===== src/design/pcxrld_pkg.sv =====
`default_nettype none
// ----------------------------------------------------------------------------
// pcxrld_pkg
// Shared types and constants of the PCX run-length line decoder.
// ----------------------------------------------------------------------------
package pcxrld_pkg;

  localparam int DIM_W = 12;
  localparam int CNT_W = 6;
  localparam int PIX_W = 8;

  localparam logic [PIX_W-1:0] RUN_MARK  = 8'hC0;
  localparam logic [PIX_W-1:0] RUN_COUNT = 8'h3F;

  typedef struct packed {
    logic [DIM_W-1:0] image_width;
    logic [DIM_W-1:0] bytes_per_line;
    logic [DIM_W-1:0] image_height;
  } cfg_t;

  typedef struct packed {
    logic restart;       // clear all decode state
    logic set_finished;  // mark the image as done
    logic store_marker;  // keep the run count of a marker byte
    logic clear_await;   // drop a zero-count run
    logic step;          // take one column, or close the job
    logic use_job;       // step works on the held job instead of the input
  } cmd_t;

  typedef struct packed {
    logic marker;
    logic awaiting;
    logic zero_run;
    logic image_done;
    logic visible;
    logic finish;
    logic out_free;
  } status_t;

endpackage : pcxrld_pkg
`default_nettype wire


===== src/design/pcx_rle_line_decoder_core.sv =====
`default_nettype none
// ----------------------------------------------------------------------------
// pcx_rle_line_decoder_core
// Run-length decoder for the image body of an 8-bit PCX picture.
// ----------------------------------------------------------------------------
//  channel  direction  handshake             payload
//  input    in         in_valid / in_stall   action, data_byte
//  output   out        out_valid / out_stall pixel, row, column, last
//  config   in         cfg_valid / cfg_ready cfg_index, cfg_data
//
// Literal bytes, marker bytes, restarts and zero-count runs each take a single
// command. A run value byte is walked column by column; the step that shows the
// last pixel, or the sole step when none is shown, also skips the hidden rest of
// the run at once. The rate is set by the single output register, one pixel per
// cycle while the output is not stalled. Reset is synchronous and restores the
// geometry registers to 320 x 200. Input stalls while a run is in progress, or
// while an item that would show a pixel meets a full, stalled output register.
// ----------------------------------------------------------------------------
module pcx_rle_line_decoder_core
  import pcxrld_pkg::*;
#(
  parameter int MAX_DIM = 4095
) (
  input  wire logic             clk,
  input  wire logic             rst,
  input  wire logic             in_valid,
  output logic                  in_stall,
  input  wire logic             action,
  input  wire logic [PIX_W-1:0] data_byte,
  output logic                  out_valid,
  input  wire logic             out_stall,
  output logic [PIX_W-1:0]      pixel,
  output logic [DIM_W-1:0]      row,
  output logic [DIM_W-1:0]      column,
  output logic                  last,
  input  wire logic             cfg_valid,
  output logic                  cfg_ready,
  input  wire logic [1:0]       cfg_index,
  input  wire logic [DIM_W-1:0] cfg_data
);

  localparam int DimCapInt = (MAX_DIM > 4095) ? 4095 : MAX_DIM;
  localparam logic [DIM_W-1:0] DimCap = DIM_W'(DimCapInt);

  cfg_t    cfg;
  cmd_t    cmd;
  status_t status;
  logic    busy;

  pcxrld_cfg_regs #(
    .DIM_CAP (DimCap)
  ) u_cfg (
    .clk       (clk),
    .rst       (rst),
    .cfg_valid (cfg_valid),
    .cfg_ready (cfg_ready),
    .cfg_index (cfg_index),
    .cfg_data  (cfg_data),
    .cfg       (cfg)
  );

  pcxrld_ctrl u_ctrl (
    .clk      (clk),
    .rst      (rst),
    .in_valid (in_valid),
    .in_stall (in_stall),
    .action   (action),
    .status   (status),
    .cmd      (cmd),
    .busy     (busy)
  );

  pcxrld_datapath u_dp (
    .clk       (clk),
    .rst       (rst),
    .cfg       (cfg),
    .cmd       (cmd),
    .status    (status),
    .data_byte (data_byte),
    .out_valid (out_valid),
    .out_stall (out_stall),
    .pixel     (pixel),
    .row       (row),
    .column    (column),
    .last      (last)
  );

  // No item is taken while a run is still being emitted.
  assert property (@(posedge clk) disable iff (rst) busy |-> in_stall)
    else $error("input taken during a run");

  // A pixel that is not the last of its item leaves a run in progress.
  assert property (@(posedge clk) disable iff (rst) (out_valid && !last) |-> busy)
    else $error("non-final pixel without an open run");

  // A step that does not close its job must open a run.
  assert property (@(posedge clk) disable iff (rst)
    (cmd.step && !status.finish) |=> busy)
    else $error("unfinished step did not enter a run");

endmodule : pcx_rle_line_decoder_core
`default_nettype wire


===== src/design/pcxrld_cfg_regs.sv =====
`default_nettype none
// ----------------------------------------------------------------------------
// pcxrld_cfg_regs
// Geometry registers, clamped to the largest supported dimension on write.
// ----------------------------------------------------------------------------
module pcxrld_cfg_regs
  import pcxrld_pkg::*;
#(
  parameter logic [DIM_W-1:0] DIM_CAP = 12'd4095
) (
  input  wire logic             clk,
  input  wire logic             rst,
  input  wire logic             cfg_valid,
  output logic                  cfg_ready,
  input  wire logic [1:0]       cfg_index,
  input  wire logic [DIM_W-1:0] cfg_data,
  output cfg_t                  cfg
);

  localparam logic [1:0] REG_WIDTH  = 2'd0;
  localparam logic [1:0] REG_BPL    = 2'd1;
  localparam logic [1:0] REG_HEIGHT = 2'd2;

  logic [DIM_W-1:0] clamped;

  assign cfg_ready = 1'b1;
  assign clamped   = (cfg_data > DIM_CAP) ? DIM_CAP : cfg_data;

  always_ff @(posedge clk) begin
    if (rst) begin
      cfg.image_width    <= 12'd320;
      cfg.bytes_per_line <= 12'd320;
      cfg.image_height   <= 12'd200;
    end else if (cfg_valid) begin
      unique case (cfg_index)
        REG_WIDTH:  cfg.image_width    <= clamped;
        REG_BPL:    cfg.bytes_per_line <= clamped;
        REG_HEIGHT: cfg.image_height   <= clamped;
        default: ;
      endcase
    end
  end

endmodule : pcxrld_cfg_regs
`default_nettype wire


===== src/design/pcxrld_ctrl.sv =====
`default_nettype none
// ----------------------------------------------------------------------------
// pcxrld_ctrl
// Sequencer: decides what each input item does and walks runs column by column.
// ----------------------------------------------------------------------------
module pcxrld_ctrl
  import pcxrld_pkg::*;
(
  input  wire logic    clk,
  input  wire logic    rst,
  input  wire logic    in_valid,
  output logic         in_stall,
  input  wire logic    action,
  input  wire status_t status,
  output cmd_t         cmd,
  output logic         busy
);

  localparam logic ST_IDLE = 1'b0;
  localparam logic ST_RUN  = 1'b1;

  logic state;
  logic state_next;

  assign busy = (state == ST_RUN);

  always_comb begin
    cmd        = '0;
    in_stall   = 1'b0;
    state_next = state;
    unique case (state)
      ST_IDLE: begin
        if (in_valid) begin
          priority if (action) begin
            cmd.restart = 1'b1;
          end else if (status.image_done) begin
            cmd.set_finished = 1'b1;
          end else if (!status.awaiting && status.marker) begin
            cmd.store_marker = 1'b1;
          end else if (status.zero_run) begin
            cmd.clear_await = 1'b1;
          end else if (status.visible && !status.out_free) begin
            in_stall = 1'b1;
          end else begin
            cmd.step = 1'b1;
            // The item is taken now; the rest of its run is held in the datapath.
            if (!status.finish) state_next = ST_RUN;
          end
        end
      end
      ST_RUN: begin
        in_stall    = 1'b1;
        cmd.use_job = 1'b1;
        if (!status.visible || status.out_free) begin
          cmd.step = 1'b1;
          if (status.finish) state_next = ST_IDLE;
        end
      end
      default: state_next = ST_IDLE;
    endcase
  end

  always_ff @(posedge clk) begin
    if (rst) begin
      state <= ST_IDLE;
    end else begin
      state <= state_next;
    end
  end

endmodule : pcxrld_ctrl
`default_nettype wire


===== src/design/pcxrld_datapath.sv =====
`default_nettype none
// ----------------------------------------------------------------------------
// pcxrld_datapath
// Column and row counters, run state and the output register.
// ----------------------------------------------------------------------------
module pcxrld_datapath
  import pcxrld_pkg::*;
(
  input  wire logic             clk,
  input  wire logic             rst,
  input  wire cfg_t             cfg,
  input  wire cmd_t             cmd,
  output status_t               status,
  input  wire logic [PIX_W-1:0] data_byte,
  output logic                  out_valid,
  input  wire logic             out_stall,
  output logic [PIX_W-1:0]      pixel,
  output logic [DIM_W-1:0]      row,
  output logic [DIM_W-1:0]      column,
  output logic                  last
);

  logic             awaiting;
  logic [CNT_W-1:0] run_length;
  logic [DIM_W-1:0] col_count;
  logic [DIM_W-1:0] row_count;
  logic             finished;
  logic [CNT_W-1:0] remain;
  logic [PIX_W-1:0] value;

  logic [CNT_W-1:0] cur_len;
  logic [PIX_W-1:0] cur_value;
  logic [DIM_W:0]   col_p1;
  logic [DIM_W:0]   col_end;
  logic [DIM_W-1:0] row_p1;
  logic             visible;
  logic             last_col;
  logic             line_end;

  always_comb begin
    cur_len   = cmd.use_job ? remain : (awaiting ? run_length : CNT_W'(1));
    cur_value = cmd.use_job ? value : data_byte;
    visible   = (col_count < cfg.image_width);
    col_p1    = {1'b0, col_count} + (DIM_W+1)'(1);
    col_end   = {1'b0, col_count} + (DIM_W+1)'(cur_len);
    row_p1    = row_count + DIM_W'(1);
    // This column is the last one shown when the run ends, the line ends, or
    // the next column falls outside the visible width.
    last_col  = (cur_len == CNT_W'(1)) || (col_p1 >= {1'b0, cfg.bytes_per_line})
              || (col_p1 >= {1'b0, cfg.image_width});
    line_end  = (col_end >= {1'b0, cfg.bytes_per_line});

    status.marker     = ((data_byte & RUN_MARK) == RUN_MARK);
    status.awaiting   = awaiting;
    status.zero_run   = awaiting && (run_length == '0);
    status.image_done = finished || (row_count >= cfg.image_height);
    status.visible    = visible;
    status.finish     = last_col || !visible;
    status.out_free   = !out_valid || !out_stall;
  end

  always_ff @(posedge clk) begin
    if (rst) begin
      awaiting   <= 1'b0;
      run_length <= '0;
      col_count  <= '0;
      row_count  <= '0;
      finished   <= 1'b0;
    end else begin
      if (cmd.restart) begin
        awaiting   <= 1'b0;
        run_length <= '0;
        col_count  <= '0;
        row_count  <= '0;
        finished   <= 1'b0;
      end
      if (cmd.set_finished) finished <= 1'b1;
      if (cmd.store_marker) begin
        awaiting   <= 1'b1;
        run_length <= CNT_W'(data_byte & RUN_COUNT);
      end
      if (cmd.clear_await || (cmd.step && !cmd.use_job)) begin
        awaiting   <= 1'b0;
        run_length <= '0;
      end
      if (cmd.step) begin
        if (status.finish) begin
          // Close the job: skip the hidden remainder of the run in one go.
          if (line_end) begin
            col_count <= '0;
            row_count <= row_p1;
            if ((row_p1 >= cfg.image_height) || (row_p1 == '0)) finished <= 1'b1;
          end else begin
            col_count <= col_end[DIM_W-1:0];
          end
        end else begin
          col_count <= col_p1[DIM_W-1:0];
        end
      end
    end
  end

  always_ff @(posedge clk) begin
    if (cmd.step && !status.finish) begin
      remain <= cur_len - CNT_W'(1);
      value  <= cur_value;
    end
  end

  always_ff @(posedge clk) begin
    if (rst) begin
      out_valid <= 1'b0;
    end else if (cmd.step && visible) begin
      out_valid <= 1'b1;
    end else if (!out_stall) begin
      out_valid <= 1'b0;
    end
  end

  always_ff @(posedge clk) begin
    if (cmd.step && visible) begin
      pixel  <= cur_value;
      row    <= row_count;
      column <= col_count;
      last   <= last_col;
    end
  end

endmodule : pcxrld_datapath
`default_nettype wire


===== config.mk =====
export PLATFORM = sky130hd
export DESIGN_NAME = pcx_rle_line_decoder_core
export DESIGN_NICKNAME = d
export VERILOG_FILES = /design/src/design/pcxrld_pkg.sv /design/src/design/pcx_rle_line_decoder_core.sv /design/src/design/pcxrld_cfg_regs.sv /design/src/design/pcxrld_ctrl.sv /design/src/design/pcxrld_datapath.sv
export SDC_FILE = /design/constraint.sdc
export NUM_CORES = 1
export LEC_CHECK = 0
export BUFFER_PORTS_ARGS = -buffer_cell sky130_fd_sc_hd__buf_4
export CAP_MARGIN = 15
export CORE_MARGIN = 5
export CORE_UTILIZATION = 40
export CTS_BUF_LIST = sky130_fd_sc_hd__clkbuf_4 sky130_fd_sc_hd__clkbuf_8
export CTS_CLUSTER_DIAMETER = 80
export DETAILED_ROUTE_END_ITERATION = 8
export PLACE_DENSITY_LB_ADDON = 0.2
export SETUP_SLACK_MARGIN = 0.4
export SKIP_CTS_REPAIR_TIMING = 1
export SLEW_MARGIN = 20
export SYNTH_ARGS = -nofsm -noshare
export SYNTH_HDL_FRONTEND = slang
export SYNTH_SLANG_ARGS = --single-unit

===== constraint.sdc =====
create_clock -name clk -period 7.8 [get_ports clk]
set_input_delay 0 -clock clk [delete_from_list [all_inputs] [get_ports clk]]
set_output_delay 0 -clock clk [all_outputs]
set_load 0.01 [all_outputs]

==> tab_implementation.tex <==
\begin{tabular}{lr}
\hline
Metric & Value \\
\hline
\multicolumn{2}{l}{\textbf{Min path}} \\
\quad WHS Path Cells & 5 \\
\quad Endpoint, Worst Hold & u\_cfg.cfg[33]\$\_SDFFE\_PP0P\_ \\
\quad Worst min-delay path startpoint & cfg\_index[0] \\
\quad Min-delay worst type & input pin to register \\
\multicolumn{2}{l}{\textbf{Timing}} \\
\quad Worst clock skew & 0.0116 ns \\
\quad Setup violation total in the final timing report & 0 \\
\quad Tightest slew margin relative to the limit & 0.252 \\
\quad Top achievable clock speed & $\sim$210 MHz \\
\quad Minimum setup slack in the final design & between 3 and 4 ns \\
\quad Setup tns final & 0 ns \\
\quad Count of endpoints failing hold in the final timing report & 0 \\
\quad Slew Viols, Final & 0 \\
\quad Final min period & 4.65 ns \\
\quad Worst Max-Slew Pin Slew & 1.12 ns \\
\quad Final cycle utilization of the critical path & 0.596 \\
\quad RSZ-0062 raised after global routing & false \\
\multicolumn{2}{l}{\textbf{Floorplan}} \\
\quad Starting utilization of the core area & 0.407 \\
\quad Floorplan die width & 143 µm \\
\quad Floorplan die height & around 140 µm \\
\quad Number of top-level pins & 64 \\
\quad Core Box Area & around 0.017 mm² \\
\quad Row count & 48 \\
\quad Die area & slightly above 0.02 mm² \\
\multicolumn{2}{l}{\textbf{Synth}} \\
\quad Average size of a mapped cell & 9.02 µm² \\
\quad Number of enable flip-flop cells after synthesis & 47 \\
\quad Flip-flop and latch count after synthesis & approximately 120 \\
\quad Share of the synthesized area in the top cell type & 0.201 \\
\quad Net count after synthesis & 891 \\
\quad Netlist area before placement & 0.00703 mm² \\
\quad Distinct cells, synth & roughly 60 \\
\quad Main synth FF type & dfxtp\_1 \\
\quad Cell taking the most area after synthesis & edfxtp\_1 \\
\quad Sequential element share of the synthesized area & 0.400 \\
\quad Top area cells in the synthesized netlist & edfxtp\_1, dfxtp\_1, ha\_1 \\
\quad Synth Warn \# & 0 \\
\quad Cells after Synth & 780 \\
\quad Most repeated cell in the gate-level netlist after synthesis & nand2\_1 \\
\quad Fraction of registers with async set/reset & 0 \\
\quad Most frequent cells after synthesis & nand2\_1, ha\_1, a21oi\_1 \\
\multicolumn{2}{l}{\textbf{Power and ir drop}} \\
\quad Worst VDD drop & slightly below 0.0001 V \\
\quad Clk network pwr share & 0.419 \\
\quad Share of total power consumed by net switching & 0.269 \\
\quad Reported leakage power & about 0.0034 µW \\
\quad Net switching power & approximately 380 µW \\
\quad Comb pwr share & 0.110 \\
\quad Share of power burned in registers & 0.471 \\
\quad Internal power & 1040 µW \\
\quad Power density over the cells & 171 mW/mm² \\
\multicolumn{2}{l}{\textbf{Clocking}} \\
\quad CTS Buf Count & 17 \\
\quad Maximum clock insertion buffer count & 2 \\
\quad Clock sink count & 117 \\
\quad Library cell used as clock root buffer & clkbuf\_8 \\
\quad Clock insertion delay at the later pin of the skew report & about 0.45 ns \\
\quad CTS tree & done \\
\quad H-tree lvl count & 4 \\
\quad CTS clk-pin slew, worst paths & 0.08 ns \\
\multicolumn{2}{l}{\textbf{Critical path}} \\
\quad Arrival time reported for the critical path endpoint & approximately 5.0 ns \\
\quad Critical Path Sink Type & register \\
\quad Required time reported for the critical path endpoint & just over 8 ns \\
\quad Crit path max-delay cell type & nor3\_1 \\
\quad Slack of the worst reg-to-reg path & approximately 3.1 ns \\
\quad Maximum cell stage delay along the critical path & roughly 0.49 ns \\
\quad Largest driver fanout on the critical path & 11 \\
\quad Critical Path Source Type & register \\
\quad Cell count of the worst reg-to-reg path & 18 \\
\quad Largest delay share family, worst path & simple AND/OR/NAND/NOR gates \\
\quad Launch point of the worst reg-to-reg path & u\_dp.awaiting\$\_SDFFE\_PP0P\_ \\
\quad Crit Reg-Reg Endpoint & u\_dp.col\_count[4]\$\_SDFFE\_PP0P\_ \\
\quad Combined buffer and inverter count along the critical path & 1 \\
\quad Cells along the critical path & nand2b\_1, mux2i\_1, inv\_1, ha\_1, fa\_1, a21oi\_1, o21ai\_0, o21ai\_0, and2\_1, nor2\_1, xnor2\_1, ha\_1, a21oi\_1, o21a\_1, o211ai\_1, or2\_2, nor3\_1, a221o\_1 \\
\quad Kind of critical path & register to register \\
\multicolumn{2}{l}{\textbf{Place}} \\
\quad GP Congestion & approximately 0.86 \\
\quad Worst-case setup slack after placement & about 3.1 ns \\
\quad Dpl hpwl & approximately 14,000 µm \\
\quad Count of buffers from port buffering & 62 \\
\multicolumn{2}{l}{\textbf{Finish}} \\
\quad Area added between synthesis and finish & 17.9\% \\
\quad Net total in the final layout & approximately 970 \\
\quad Fraction of layout instances using a drive strength above 1 & 0.136 \\
\quad Ant diodes & 0 \\
\multicolumn{2}{l}{\textbf{Global route}} \\
\quad Wire length of the first global-routing pass & between 20,000 and 30,000 µm \\
\quad Total grt overflow & 0 \\
\quad Largest net degree at the start of global routing & about 70 \\
\quad Number of antenna violations at the first check in global routing & 0 \\
\quad Global Route Usage Sum & 0.182 \\
\quad Number of global-route vias before repair & around 5,400 \\
\multicolumn{2}{l}{\textbf{Routing}} \\
\quad Via count & between 5,000 and 6,000 \\
\quad Final ANT Viol Nets & 0 \\
\quad Detailed-routing iteration count for the pre-antenna-repair pass & 4 \\
\quad DR WL/cell & approximately 17 µm \\
\quad Iteration-0 DRC count of the detailed router & approximately 320 \\
\quad DRC violation count after routing & 0 \\
\quad Aggregate routed wire length & 18,200 µm \\
\quad Number of vias per cell after detailed routing & 5.28 \\
\multicolumn{2}{l}{\textbf{Status}} \\
\quad Result of the run & finished clean \\
\multicolumn{2}{l}{\textbf{Flow run}} \\
\quad Total of max-cap violations & 0 \\
\hline
\end{tabular}
==> logic make-up (layout without fill, tap and decap cells) <==
logic type | Yosys count | count (layout) | share of synthesized area
fa+ha+maj | 83 | 83 | 0.149
buf+inv | 95 | 182 | 0.0537
other cells | 1 | 1 | 0.000533
flops | 117 | 117 | 0.400
xor+xnor | 33 | 33 | 0.0411
simple gates | 269 | 269 | 0.189
mux | 3 | 3 | 0.00463
compound gates | 179 | 179 | 0.162
==> metrics by stage <==
stage / power [µW] / area, µm² / instances / utilization / hold WS, ns
2_1_floorplan: 772 / 7030 / 780 / - / 0.118
6_report: 1420 / 8290 / 1092 / 0.479 / 0.0522
5_1_grt: 1480 / 8290 / 1092 / 0.479 / 0.0400
3_5_place_dp: 830 / 7670 / 1039 / 0.443 / 0.248
3_3_place_gp: 828 / 7670 / 1039 / 0.443 / 0.245
4_1_cts: 1420 / 8080 / 1071 / 0.467 / -0.238
==> area by class of cell <==
class	count	area, µm²
clock inverters	15	178
clock buffers	17	234
fillers	1669	9000
well taps	225	282
repair buffers	86	698
flip-flops and latches	117	2810
multi-input cells	568	3850
inverters	64	240
==> registers in the layout (all words and copies together) (netlist names) <==
name and cells:
u_ctrl.busy 1, u_dp.pixel 8, u_dp.run_length 6, u_cfg.cfg 36, u_dp.remain 6, u_dp.row 12
u_dp.value 8, u_dp.out_valid 1, u_dp.last 1, u_dp.column 12, u_dp.row_count 12, u_dp.col_count 12
u_dp.finished 1, u_dp.awaiting 1
==> worst max path at each step <==
| stage | to | from | slack, ns | depth (start not counted) |
|---|---|---|---|---|
| after floorplan | u_dp.row_count[0]$_SDFF_PP0_ | u_ctrl.busy$_SDFF_PP0_ | 3.84 | 19 |
| after global placement | u_dp.col_count[7]$_SDFFE_PP0P_ | u_dp.col_count[0]$_SDFFE_PP0P_ | 3.23 | 13 |
| after detailed placement | u_dp.col_count[6]$_SDFFE_PP0P_ | u_dp.awaiting$_SDFFE_PP0P_ | 3.09 | 18 |
| after CTS | u_dp.col_count[6]$_SDFFE_PP0P_ | u_dp.awaiting$_SDFFE_PP0P_ | 3.05 | 18 |
| after global routing | u_dp.col_count[4]$_SDFFE_PP0P_ | u_dp.awaiting$_SDFFE_PP0P_ | 2.68 | 18 |
| final | u_dp.col_count[4]$_SDFFE_PP0P_ | u_dp.awaiting$_SDFFE_PP0P_ | 3.15 | 18 |
==> placed cells by master (no fill, tap or decap), types with 8 or more instances in the layout <==
cell,n
dfxtp_1,70
nand2_1,112
buf_4,65
o211ai_1,8
o21ai_0,29
dlygate4sd3_1,21
xnor2_1,19
nand3b_1,9
nor3b_1,8
nor2_1,33
ha_1,82
nor3_1,11
inv_1,63
o21ai_1,8
clkbuf_8,17
xor2_1,14
edfxtp_1,47
nand3_1,29
nand4_1,11
a21oi_1,71
a21o_1,9
or2_2,10
a211o_1,8
==> power groups by stage <==
stage | combinational, µW | clock, µW | sequential (µW)
floorplan | 89.3 | 0 | 683
global placement | 147 | 0 | 681
detailed placement | 148 | 0 | 682
CTS | 149 | 608 | 668
global route | 174 | 638 | 670
finish | 156 | 594 | 668
==> metal layers <==
metal	GRT usage	vias up	wire, µm
met1	0.274	2674	9240
met4	0.0465	0	173
li1	-	2944	-
met3	0.0363	14	929
met5	0	-	0
met2	0.267	137	7890
==> worst min-delay path: cells and delay by family <==
kind            cells  cell delay (ns)
buf+inv             2             0.28
simple gates        2             0.13
compound gates      1             0.05
Power figures use the tool's default switching activity.
